`config.mk`:
```
export PLATFORM = sky130hd
export DESIGN_NAME = imq_ctrl
export DESIGN_NICKNAME = d
export VERILOG_FILES = /design/src/hdl/imq_pkg.sv /design/src/hdl/imq_ctrl.sv
export SDC_FILE = /design/constraint.sdc
export NUM_CORES = 1
export LEC_CHECK = 0
export BUFFER_PORTS_ARGS = -buffer_cell sky130_fd_sc_hd__buf_2
export CAP_MARGIN = 25
export CORE_MARGIN = 1.5
export CORE_UTILIZATION = 58
export CTS_CLUSTER_SIZE = 24
export DETAILED_ROUTE_END_ITERATION = 12
export PLACE_DENSITY = 0.8
export SLEW_MARGIN = 20
export SYNTH_ARGS = -nofsm -noshare
export SYNTH_HDL_FRONTEND = slang
export SYNTH_SLANG_ARGS = --single-unit
```
`constraint.sdc`:
```
create_clock -name clk_i -period 4.9 [get_ports clk_i]
set_input_delay 0.735 -clock clk_i [delete_from_list [all_inputs] [get_ports clk_i]]
set_output_delay 0.735 -clock clk_i [all_outputs]
set_load 0.02 [all_outputs]
```
`src/hdl/imq_pkg.sv`:
```
// Package of shared types and constants for the indexed min priority queue.
`default_nettype none
package imq_pkg;
  localparam int unsigned Capacity = 256;
  localparam int unsigned IdW      = 8;
  localparam int unsigned PosW     = 9;
  localparam int unsigned KeyW     = 32;

  localparam logic [1:0] CmdPush   = 2'd0;
  localparam logic [1:0] CmdPop    = 2'd1;
  localparam logic [1:0] CmdChange = 2'd2;
  localparam logic [1:0] CmdQuery  = 2'd3;

  localparam logic [1:0] StOk      = 2'd0;
  localparam logic [1:0] StEmpty   = 2'd1;
  localparam logic [1:0] StAbsent  = 2'd2;
  localparam logic [1:0] StPresent = 2'd3;

  // Datapath operations issued by the controller.
  typedef enum logic [3:0] {
    OpNone, OpLatch, OpRdSlot, OpRdKey, OpWrSlot, OpWrPos,
    OpClrPos, OpWrKey, OpMove, OpSetPos, OpCntInc, OpCntDec, OpStatus
  } op_e;

  typedef struct packed {
    op_e              op;
    logic [1:0]       sel;   // result field selector for OpStatus
    logic [PosW-1:0]  apos;  // slot address
    logic [1:0]       st;
  } cmd_t;

  typedef struct packed {
    logic [1:0]      cmd;
    logic            id_present;
    logic [PosW-1:0] id_pos;
    logic [PosW-1:0] cnt;
    logic [IdW-1:0]  rd_id;   // registered heap slot read
    logic [KeyW-1:0] rd_key;  // registered key read
  } stat_t;
endpackage
`default_nettype wire

```
`src/hdl/imq_ctrl.sv`:
```
// Controller: sequences push, pop, change-key and query over the datapath.
`default_nettype none
module imq_ctrl import imq_pkg::*; (
  input  wire logic            clk_i,
  input  wire logic            rst_ni,
  input  wire logic            start_i,
  output logic                 busy_o,
  input  wire stat_t           stat_i,
  input  wire logic [IdW-1:0]  cur_id_i,
  input  wire logic [KeyW-1:0] cur_key_i,
  output cmd_t                 cmd_o,
  output logic [IdW-1:0]       id_a_o,
  output logic [KeyW-1:0]      key_a_o,
  output logic                 rd_pos_o
);
  typedef enum logic [25:0] {
    SIdle    = 26'd1 << 0,  SChk     = 26'd1 << 1,  SDisp   = 26'd1 << 2,
    SPush    = 26'd1 << 3,  SPopRd   = 26'd1 << 4,  SPopK   = 26'd1 << 5,
    SPopLast = 26'd1 << 6,  SUpPar   = 26'd1 << 7,  SUpPk   = 26'd1 << 8,
    SUpCmp   = 26'd1 << 9,  SPlace   = 26'd1 << 10, SDnSet  = 26'd1 << 11,
    SDnId    = 26'd1 << 12, SDnKey   = 26'd1 << 13, SDnL    = 26'd1 << 14,
    SDnLk    = 26'd1 << 15, SDnR     = 26'd1 << 16, SDnRk   = 26'd1 << 17,
    SDnCmp   = 26'd1 << 18, SRes0    = 26'd1 << 19, STopRd  = 26'd1 << 20,
    STopK    = 26'd1 << 21, SItPos   = 26'd1 << 22, SItK    = 26'd1 << 23,
    SFin     = 26'd1 << 24, SDone    = 26'd1 << 25
  } state_e;

  state_e          state_q, state_d;
  logic [PosW-1:0] pos_q, pos_d;      // hole position
  logic [PosW-1:0] org_q, org_d;      // slot whose id starts the sift-down
  logic [PosW-1:0] ch_q, ch_d;        // left child position
  logic [IdW-1:0]  mv_q, mv_d;        // moving id
  logic [KeyW-1:0] mk_q, mk_d;        // moving key
  logic [IdW-1:0]  lid_q, lid_d;      // left child / parent id
  logic [KeyW-1:0] lk_q, lk_d;
  logic            dn_q, dn_d;        // after up: do down
  logic [1:0]      st_q, st_d;
  logic [IdW-1:0]  pid_q, pid_d;
  logic [KeyW-1:0] pk_q, pk_d;
  logic [PosW:0]   c2;

  assign busy_o = state_q != SIdle;
  assign c2 = {pos_q, 1'b0};

  always_ff @(posedge clk_i or negedge rst_ni) begin
    if (!rst_ni) state_q <= SIdle;
    else state_q <= state_d;
  end

  always_ff @(posedge clk_i) begin
    pos_q <= pos_d; org_q <= org_d; ch_q <= ch_d; mv_q <= mv_d; mk_q <= mk_d;
    lid_q <= lid_d; lk_q <= lk_d; dn_q <= dn_d; st_q <= st_d; pid_q <= pid_d;
    pk_q <= pk_d;
  end

  // Next state and datapath commands.
  always_comb begin
    state_d = state_q;
    pos_d = pos_q; org_d = org_q; ch_d = ch_q; mv_d = mv_q; mk_d = mk_q;
    lid_d = lid_q; lk_d = lk_q; dn_d = dn_q; st_d = st_q; pid_d = pid_q; pk_d = pk_q;
    cmd_o = '{op: OpNone, sel: 2'd0, apos: '0, st: StOk};
    id_a_o = cur_id_i;
    key_a_o = cur_key_i;
    rd_pos_o = 1'b0;
    unique case (state_q)
      SIdle: begin
        cmd_o.op = OpLatch;
        if (start_i) state_d = SChk;
      end
      SChk: begin
        rd_pos_o = 1'b1;
        state_d = SDisp;
      end
      SDisp: begin
        st_d = StOk; pid_d = '0; pk_d = '0;
        unique case (stat_i.cmd)
          CmdPush: begin
            if (stat_i.cnt == PosW'(Capacity)) begin
              st_d = StAbsent; state_d = SRes0;
            end else if (stat_i.id_present) begin
              st_d = StPresent; state_d = SRes0;
            end else begin
              cmd_o.op = OpWrKey;
              mv_d = cur_id_i; mk_d = cur_key_i;
              pos_d = stat_i.cnt + PosW'(1);
              dn_d = 1'b0;
              state_d = SPush;
            end
          end
          CmdPop: begin
            if (stat_i.cnt == '0) begin
              st_d = StEmpty; state_d = SRes0;
            end else begin
              cmd_o = '{op: OpRdSlot, sel: 2'd0, apos: PosW'(1), st: StOk};
              state_d = SPopRd;
            end
          end
          CmdChange: begin
            if (!stat_i.id_present) begin
              st_d = StAbsent; state_d = SRes0;
            end else begin
              cmd_o.op = OpWrKey;
              mv_d = cur_id_i; mk_d = cur_key_i;
              pos_d = stat_i.id_pos; org_d = stat_i.id_pos;
              dn_d = 1'b1;
              state_d = SUpPar;
            end
          end
          default: state_d = SRes0;
        endcase
      end
      SPush: begin
        cmd_o.op = OpCntInc;
        state_d = SUpPar;
      end
      SPopRd: begin
        id_a_o = stat_i.rd_id;
        cmd_o.op = OpRdKey;
        state_d = SPopK;
      end
      SPopK: begin
        pid_d = stat_i.rd_id; pk_d = stat_i.rd_key;
        id_a_o = stat_i.rd_id;
        cmd_o.op = OpClrPos;
        state_d = SPopLast;
      end
      // The last id becomes the mover with the hole at the root.
      SPopLast: begin
        cmd_o.op = OpCntDec;
        org_d = stat_i.cnt;
        pos_d = PosW'(1);
        dn_d = 1'b0;
        if (stat_i.cnt == PosW'(1)) state_d = SRes0;
        else state_d = SDnSet;
      end
      // Sift up: compare mover with parent.
      SUpPar: begin
        if (pos_q == PosW'(1)) begin
          state_d = SPlace;
        end else begin
          cmd_o = '{op: OpRdSlot, sel: 2'd0, apos: pos_q >> 1, st: StOk};
          state_d = SUpPk;
        end
      end
      SUpPk: begin
        id_a_o = stat_i.rd_id;
        lid_d = stat_i.rd_id;
        cmd_o.op = OpRdKey;
        state_d = SUpCmp;
      end
      SUpCmp: begin
        if (mk_q < stat_i.rd_key) begin
          id_a_o = lid_q;
          cmd_o = '{op: OpMove, sel: 2'd0, apos: pos_q, st: StOk};
          pos_d = pos_q >> 1;
          state_d = SUpPar;
        end else begin
          state_d = SPlace;
        end
      end
      // Drop the mover into the hole; a change key then sifts down from its start slot.
      SPlace: begin
        id_a_o = mv_q;
        cmd_o = '{op: OpMove, sel: 2'd0, apos: pos_q, st: StOk};
        if (dn_q) begin
          dn_d = 1'b0;
          pos_d = org_q;
          state_d = SDnSet;
        end else begin
          state_d = SRes0;
        end
      end
      // Sift-down entry: the mover is the id held at org, with its key.
      SDnSet: begin
        cmd_o = '{op: OpRdSlot, sel: 2'd0, apos: org_q, st: StOk};
        state_d = SDnId;
      end
      SDnId: begin
        id_a_o = stat_i.rd_id;
        mv_d = stat_i.rd_id;
        cmd_o.op = OpRdKey;
        state_d = SDnKey;
      end
      SDnKey: begin
        mk_d = stat_i.rd_key;
        state_d = SDnL;
      end
      // Sift down: read the left child, then the right one where it exists.
      SDnL: begin
        if (c2 > {1'b0, stat_i.cnt}) begin
          state_d = SPlace;
        end else begin
          cmd_o = '{op: OpRdSlot, sel: 2'd0, apos: c2[PosW-1:0], st: StOk};
          state_d = SDnLk;
        end
      end
      SDnLk: begin
        id_a_o = stat_i.rd_id;
        lid_d = stat_i.rd_id;
        ch_d = c2[PosW-1:0];
        cmd_o.op = OpRdKey;
        state_d = SDnR;
      end
      SDnR: begin
        lk_d = stat_i.rd_key;
        if ({1'b0, ch_q} + (PosW+1)'(1) > {1'b0, stat_i.cnt}) begin
          state_d = SDnCmp;
        end else begin
          cmd_o = '{op: OpRdSlot, sel: 2'd0, apos: ch_q + PosW'(1), st: StOk};
          state_d = SDnRk;
        end
      end
      SDnRk: begin
        id_a_o = stat_i.rd_id;
        cmd_o.op = OpRdKey;
        state_d = SDnCmp;
      end
      SDnCmp: begin
        // The right child is taken only when it exists and is strictly smaller.
        if (({1'b0, ch_q} + (PosW+1)'(1) <= {1'b0, stat_i.cnt}) &&
            (stat_i.rd_key < lk_q)) begin
          if (mk_q < stat_i.rd_key) begin
            state_d = SPlace;
          end else begin
            id_a_o = stat_i.rd_id;
            cmd_o = '{op: OpMove, sel: 2'd0, apos: pos_q, st: StOk};
            pos_d = ch_q + PosW'(1);
            state_d = SDnL;
          end
        end else if (mk_q < lk_q) begin
          state_d = SPlace;
        end else begin
          id_a_o = lid_q;
          cmd_o = '{op: OpMove, sel: 2'd0, apos: pos_q, st: StOk};
          pos_d = ch_q;
          state_d = SDnL;
        end
      end
      // Result assembly.
      SRes0: begin
        cmd_o = '{op: OpStatus, sel: 2'd0, apos: '0, st: st_q};
        state_d = STopRd;
      end
      STopRd: begin
        id_a_o = pid_q; key_a_o = pk_q;
        cmd_o = '{op: OpStatus, sel: 2'd1, apos: '0, st: StOk};
        state_d = STopK;
      end
      STopK: begin
        cmd_o = '{op: OpRdSlot, sel: 2'd0, apos: PosW'(1), st: StOk};
        state_d = SItPos;
      end
      SItPos: begin
        id_a_o = stat_i.rd_id;
        cmd_o.op = OpRdKey;
        state_d = SItK;
      end
      SItK: begin
        cmd_o = '{op: OpStatus, sel: 2'd2, apos: '0, st: StOk};
        rd_pos_o = 1'b1;
        state_d = SFin;
      end
      SFin: begin
        cmd_o.op = OpRdKey;
        state_d = SDone;
      end
      SDone: begin
        cmd_o = '{op: OpStatus, sel: 2'd3, apos: '0, st: StOk};
        state_d = SIdle;
      end
      default: state_d = SIdle;
    endcase
  end
endmodule
`default_nettype wire

```
# Yosys cells after proc, flatten, opt, wreduce, memory -nomap -nowiden
# Index checks and enable logic that the tools add are counted.
word_totals:
  ff_bits: 175
  latch_bits: 0
  in_bits: 104
  output_inout_bits: 59
  mem_bits_rw: 0
  romBits: 0
  mem_count: 0
op_classes:
  eq_ne: 43
  reduce_logical: 21
  magnitude_cmp: 6
  div: 0
  shifts: 0
  add_sub_neg: 3
  n_bitwise: 0
  n_mux: 72
  n_mul: 0
ops:
  columns: ["op", "n"]
  rows:
  - ["26-bit case mux with 25 select lines", 1]
  - ["32-bit case mux with 2 select lines", 3]
  - ["13-bit case mux with 13 select lines", 1]
  - ["32-bit two-way mux", 4]
  - ["20-bit two-way mux", 5]
  - ["32-bit less-than comparator", 3]
  - ["15-bit two-way mux", 6]
  - ["9-bit two-way mux", 9]
  - ["26-bit two-way mux", 3]
  - ["26-bit case mux with 3 select lines", 1]
  - ["17-bit two-way mux", 4]
  - ["8-bit two-way mux", 7]
  - ["4-bit case mux with 14 select lines", 1]
  - ["8-bit case mux with 2 select lines", 3]
  - ["9-bit case mux with 5 select lines", 1]
  - ["8-bit case mux with 5 select lines", 1]
  - ["9-bit case mux with 2 select lines", 2]
  - ["26-bit by 1-bit equality test with 1-bit output (second input constant)", 1]
  - ["26-bit by 10-bit equality test with 1-bit output (second input constant)", 1]
  - ["26-bit by 11-bit equality test with 1-bit output (second input constant)", 1]
  - ["26-bit by 12-bit equality test with 1-bit output (second input constant)", 1]
  - ["26-bit by 13-bit equality test with 1-bit output (second input constant)", 1]
  - ["26-bit by 14-bit equality test with 1-bit output (second input constant)", 1]
  - ["26-bit by 15-bit equality test with 1-bit output (second input constant)", 1]
  - ["53 further kinds", 83]

# Depth between registers and ports, before layout
depth:
  depth_word: 5
  ltp_mapped: 10
  depth_no_buf: 10

# Worst setup path after synthesis
# OpenSTA, ideal clock, no wires.
synth_path:
  kind: "reg2out"
  start: "register state_q[10]"
  end: "output id_a_o[5]"
  required_time_ns: 4.165
  path_slack_ns: 0.974
  arrival_ns: 3.191
  path_buffers: 1
  path_stages_with_launch: 10
  cell_sequence: "dfrtp_1 -> nor4_1 -> nand4b_1 -> buf_4 -> nor4_1 -> or2_2 -> nand3b_1 -> a31oi_1 -> nand2b_1 -> o2111ai_1"
synth_via:
  elab_chain_len: 3
synth_rtl:
  columns: ["item", "line", "source"]
  rows:
  - ["start: declaration", "imq_ctrl.sv:28", "state_e state_q, state_d;"]
  - ["start signal: assignment", "imq_ctrl.sv:46", "if (!rst_ni) state_q <= SIdle;"]
  - ["start signal: assignment", "imq_ctrl.sv:47", "else state_q <= state_d;"]
  - ["26-bit by 23-bit equality test with 1-bit output (tied with other cells)", "imq_ctrl.sv:65", "unique case (state_q)"]
  - ["7-bit OR reduction (no line)", null, null]
  - ["8-bit case mux with 5 select lines (*)", "imq_ctrl.sv:65", null]
  - ["end: declaration", "imq_ctrl.sv:12", "output logic [IdW-1:0] id_a_o,"]
# Mark *: on every way between the ends. The rest lies on a longest branch, timed or not.

==> out/qor.txt <==
Outcome -> finished clean
#FFs+latches synth -> 175
Largest area contributor in the netlist -> edfxtp_1
Inst Count DP -> 1419
FP Rows -> 50
Max incr delay on CP -> 380 ps
R2R depth -> 9
Post-route DRC -> 0
Worst endpoint required time -> 4160 ps
Total global routing overflow -> 0
Pwr dens -> 287 nW/um^2
M2 GR Usage -> 49.4%
Post-CTS sizing -> 0
Die Area -> 19800 um^2
Routed Antenna Nets -> 0
Maximum clock path buffer count -> 2
R2R Path End -> pos_q[8]
HPWL Detailed -> 20600 um
Critical-path cell list -> buf_2, inv_1, ha_1, nand4_1, nor3_1, nand2_1, o211ai_1, a21oi_1, mux2_2, o221ai_2, buf_4, a221o_1, buf_2
Tightest hold margin -> 314 ps
CTS tree -> built
Fmax -> 0.228 GHz
Ys Warns -> 0
Initial DRC count -> 773
Nets -> 1420
CP max stage cell -> o211ai_1
Wire length per cell -> 19.4 um
Syn Inst Count -> 1030
Vias in the first global route -> 8672
Root buf cell -> clkbuf_16
Synth top area cells -> edfxtp_1, ha_1, dfrtp_1
Vias per inst -> 6.09
Syn nets -> 1246
Core area -> 18600 um^2
Inserted Clock Buffers -> 17
DR vias -> 8845
R2R Setup Slk -> 1310 ps
Routed wire length -> 28200 um
Hold crit path type -> input pin to async pin
Relative max-transition margin -> 48.6%
Post-synth EDFFs -> 149
GR Util All Layers -> 28.7%
Crit path time final -> 4390 ps
Reg-to-Reg Start -> state_q[16]
Fin crit share -> 89.5%
Most frequent CP cell -> buf_2
CTS Sinks -> 175
Setup crit end kind -> output port
Chip width -> 141 um
Most frequent cells in the layout -> buf_2, edfxtp_1, ha_1
Leak -> 5.68 nW
Post-Place Setup Slack -> 593 ps
Main flop type after synthesis -> edfxtp_1
Sequential element share of the synthesized area -> 46.7%
Most common cell after layout, fill and taps aside -> buf_2
Mean Syn Cell Area -> 10.7 um^2
GRT Max-Usage Layer -> met2
Top-area cell type share of the netlist area -> 40.7%
Setup TNS -> 0 ps
CTS H-tree depth -> 4
Area growth from synthesis to layout -> 16.1%
Die height -> 141 um
Met1 GRT Util -> 36.7%
Setup Buffers After CTS -> 0
Hold Buf Count CTS -> 0
Startpoint Class -> input pin
Final WS setup -> 513 ps
Skew-Pair Late Insertion Delay -> 440 ps
Hold Vio Cnt, Final -> 0
Fin Clk Skew -> 10.4 ps
DR pass1 iterations -> 5
Max_cap viols -> 0
Synthesized cell area -> 11000 um^2
Final setup violation count -> 0
Power Total -> 3.65 mW
Post-route insts no fill -> 1452
First-pass GRT wire length -> 44300 um
RSZ-0062 raised after global routing -> no
Layout cells sized above 1 -> 23.7%
IO buf count -> 162
GPL Wtd Cong -> 0.942
Crit-path leading delay family -> compound AO/OA/AOI/OAI gates
M3 GR Usage -> 4.25%
# IOs -> 163
Initial antenna violation count -> 1
CP arrival -> 3650 ps
Max IR drop VDD -> 0.247 mV
Worst path buffer plus inverter count -> 4
Worst-Margin Slew -> 763 ps
CTS clk-pin slew, worst paths -> 70 ps
FFs w/ async S/R, synth -> 14.9%
Crit Path Category -> input pin to output port
Slew Limit Fails -> 0
Post-synth cell types -> 77
Critical-path maximum fanout -> 7
Largest net degree at the start of global routing -> 64
FILL cells -> 1456
Starting Density -> 58.9%
worst max-delay path by stage:
stage,to,depth (start not counted),slack (ps),from
4_1_cts,cmd_o[10],11,510,mk_q[27]
2_1_floorplan,id_a_o[5],9,970,state_q[10]
3_3_place_gp,id_a_o[0],12,640,stat_i[45]
5_1_grt,cmd_o[10],11,350,mk_q[29]
3_5_place_dp,id_a_o[0],12,590,stat_i[45]
6_report,cmd_o[10],13,510,stat_i[14]
state kept, by name (all words and copies together) (netlist names):
| register | flops |
|---|---|
| pos_q | 9 |
| pid_q | 8 |
| lk_q | 32 |
| org_q | 9 |
| mk_q | 32 |
| ch_q | 8 |
| state_q | 26 |
| st_q | 2 |
| dn_q | 1 |
| mv_q | 8 |
| lid_q | 8 |
| pk_q | 32 |
cells in the mapped netlist (all sizes together), types with 7 or more instances:
cell type,instances
a21o,7
a21oi,38
a221o,10
a221oi,11
a222oi,14
a22oi,11
and2,14
buf,10
clkbuf,18
dfrtp,25
edfxtp,149
ha,112
inv,102
mux2,43
nand2,106
nand2b,22
nand3,26
nand4,16
nand4b,9
nor2,62
nor2b,10
nor3,21
nor4,19
nor4b,8
o2111ai,9
o21ai,70
or3,7
xnor2,8
final cells by class:
class | count | area (um^2) | share of cell area, %
Multi-Input combinational cell | 725 | 5370 | 42.1
Clock buffer | 17 | 425 | 3.34
Timing Repair Buffer | 183 | 988 | 7.75
Inverter | 102 | 383 | 3.00
Clock inverter | 15 | 159 | 1.25
Sequential cell | 175 | 5130 | 40.2
Tap cell | 234 | 293 | 2.30
Antenna cell | 1 | 2.50 | 0.0196
routing by layer:
metal | vias to the layer above | share of wire, %
li1 | 4230 | -
met1 | 4156 | 42
met4 | 0 | 2.8
met5 | - | 0
met2 | 390 | 49
met3 | 69 | 7.1
report_power, final:
group | total, mW | switching, mW | internal, mW
Combinational | 0.571 | 0.357 | 0.215
Clock | 1.37 | 0.615 | 0.759
Sequential | 1.71 | 0.0309 | 1.68
Total | 3.65 | 1.00 | 2.65
worst register-to-register path: stages (launching register included):
cell	delay [ps]
dfrtp_1	430
nor4_2	520
nand4_2	340
nor3_2	360
and3_1	500
nor2_1	180
nand3_1	490
nor2b_4	70
a211oi_2	150
buf_4	230
per-stage QoR:
step,area (um^2),utilization [%]
2_1_floorplan,11000,-
3_3_place_gp,12100,65.1
3_5_place_dp,12200,65.2
4_1_cts,12700,68.4
5_1_grt,12700,68.4
6_report,12700,68.4
cells by family (layout without fill, tap and decap cells):
| group | count (synthesis) | after routing | synth area share [%] |
|---|---|---|---|
| compound gates | 209 | 209 | 13.2 |
| xor+xnor | 9 | 9 | 0.718 |
| fa+ha+maj | 112 | 112 | 12.8 |
| buf+inv | 130 | 317 | 4.57 |
| flops | 175 | 175 | 46.7 |
| mux | 46 | 46 | 4.68 |
| other cells | 0 | 1 | 0 |
| simple gates | 349 | 349 | 17.4 |
Power figures use the tool's default switching activity.
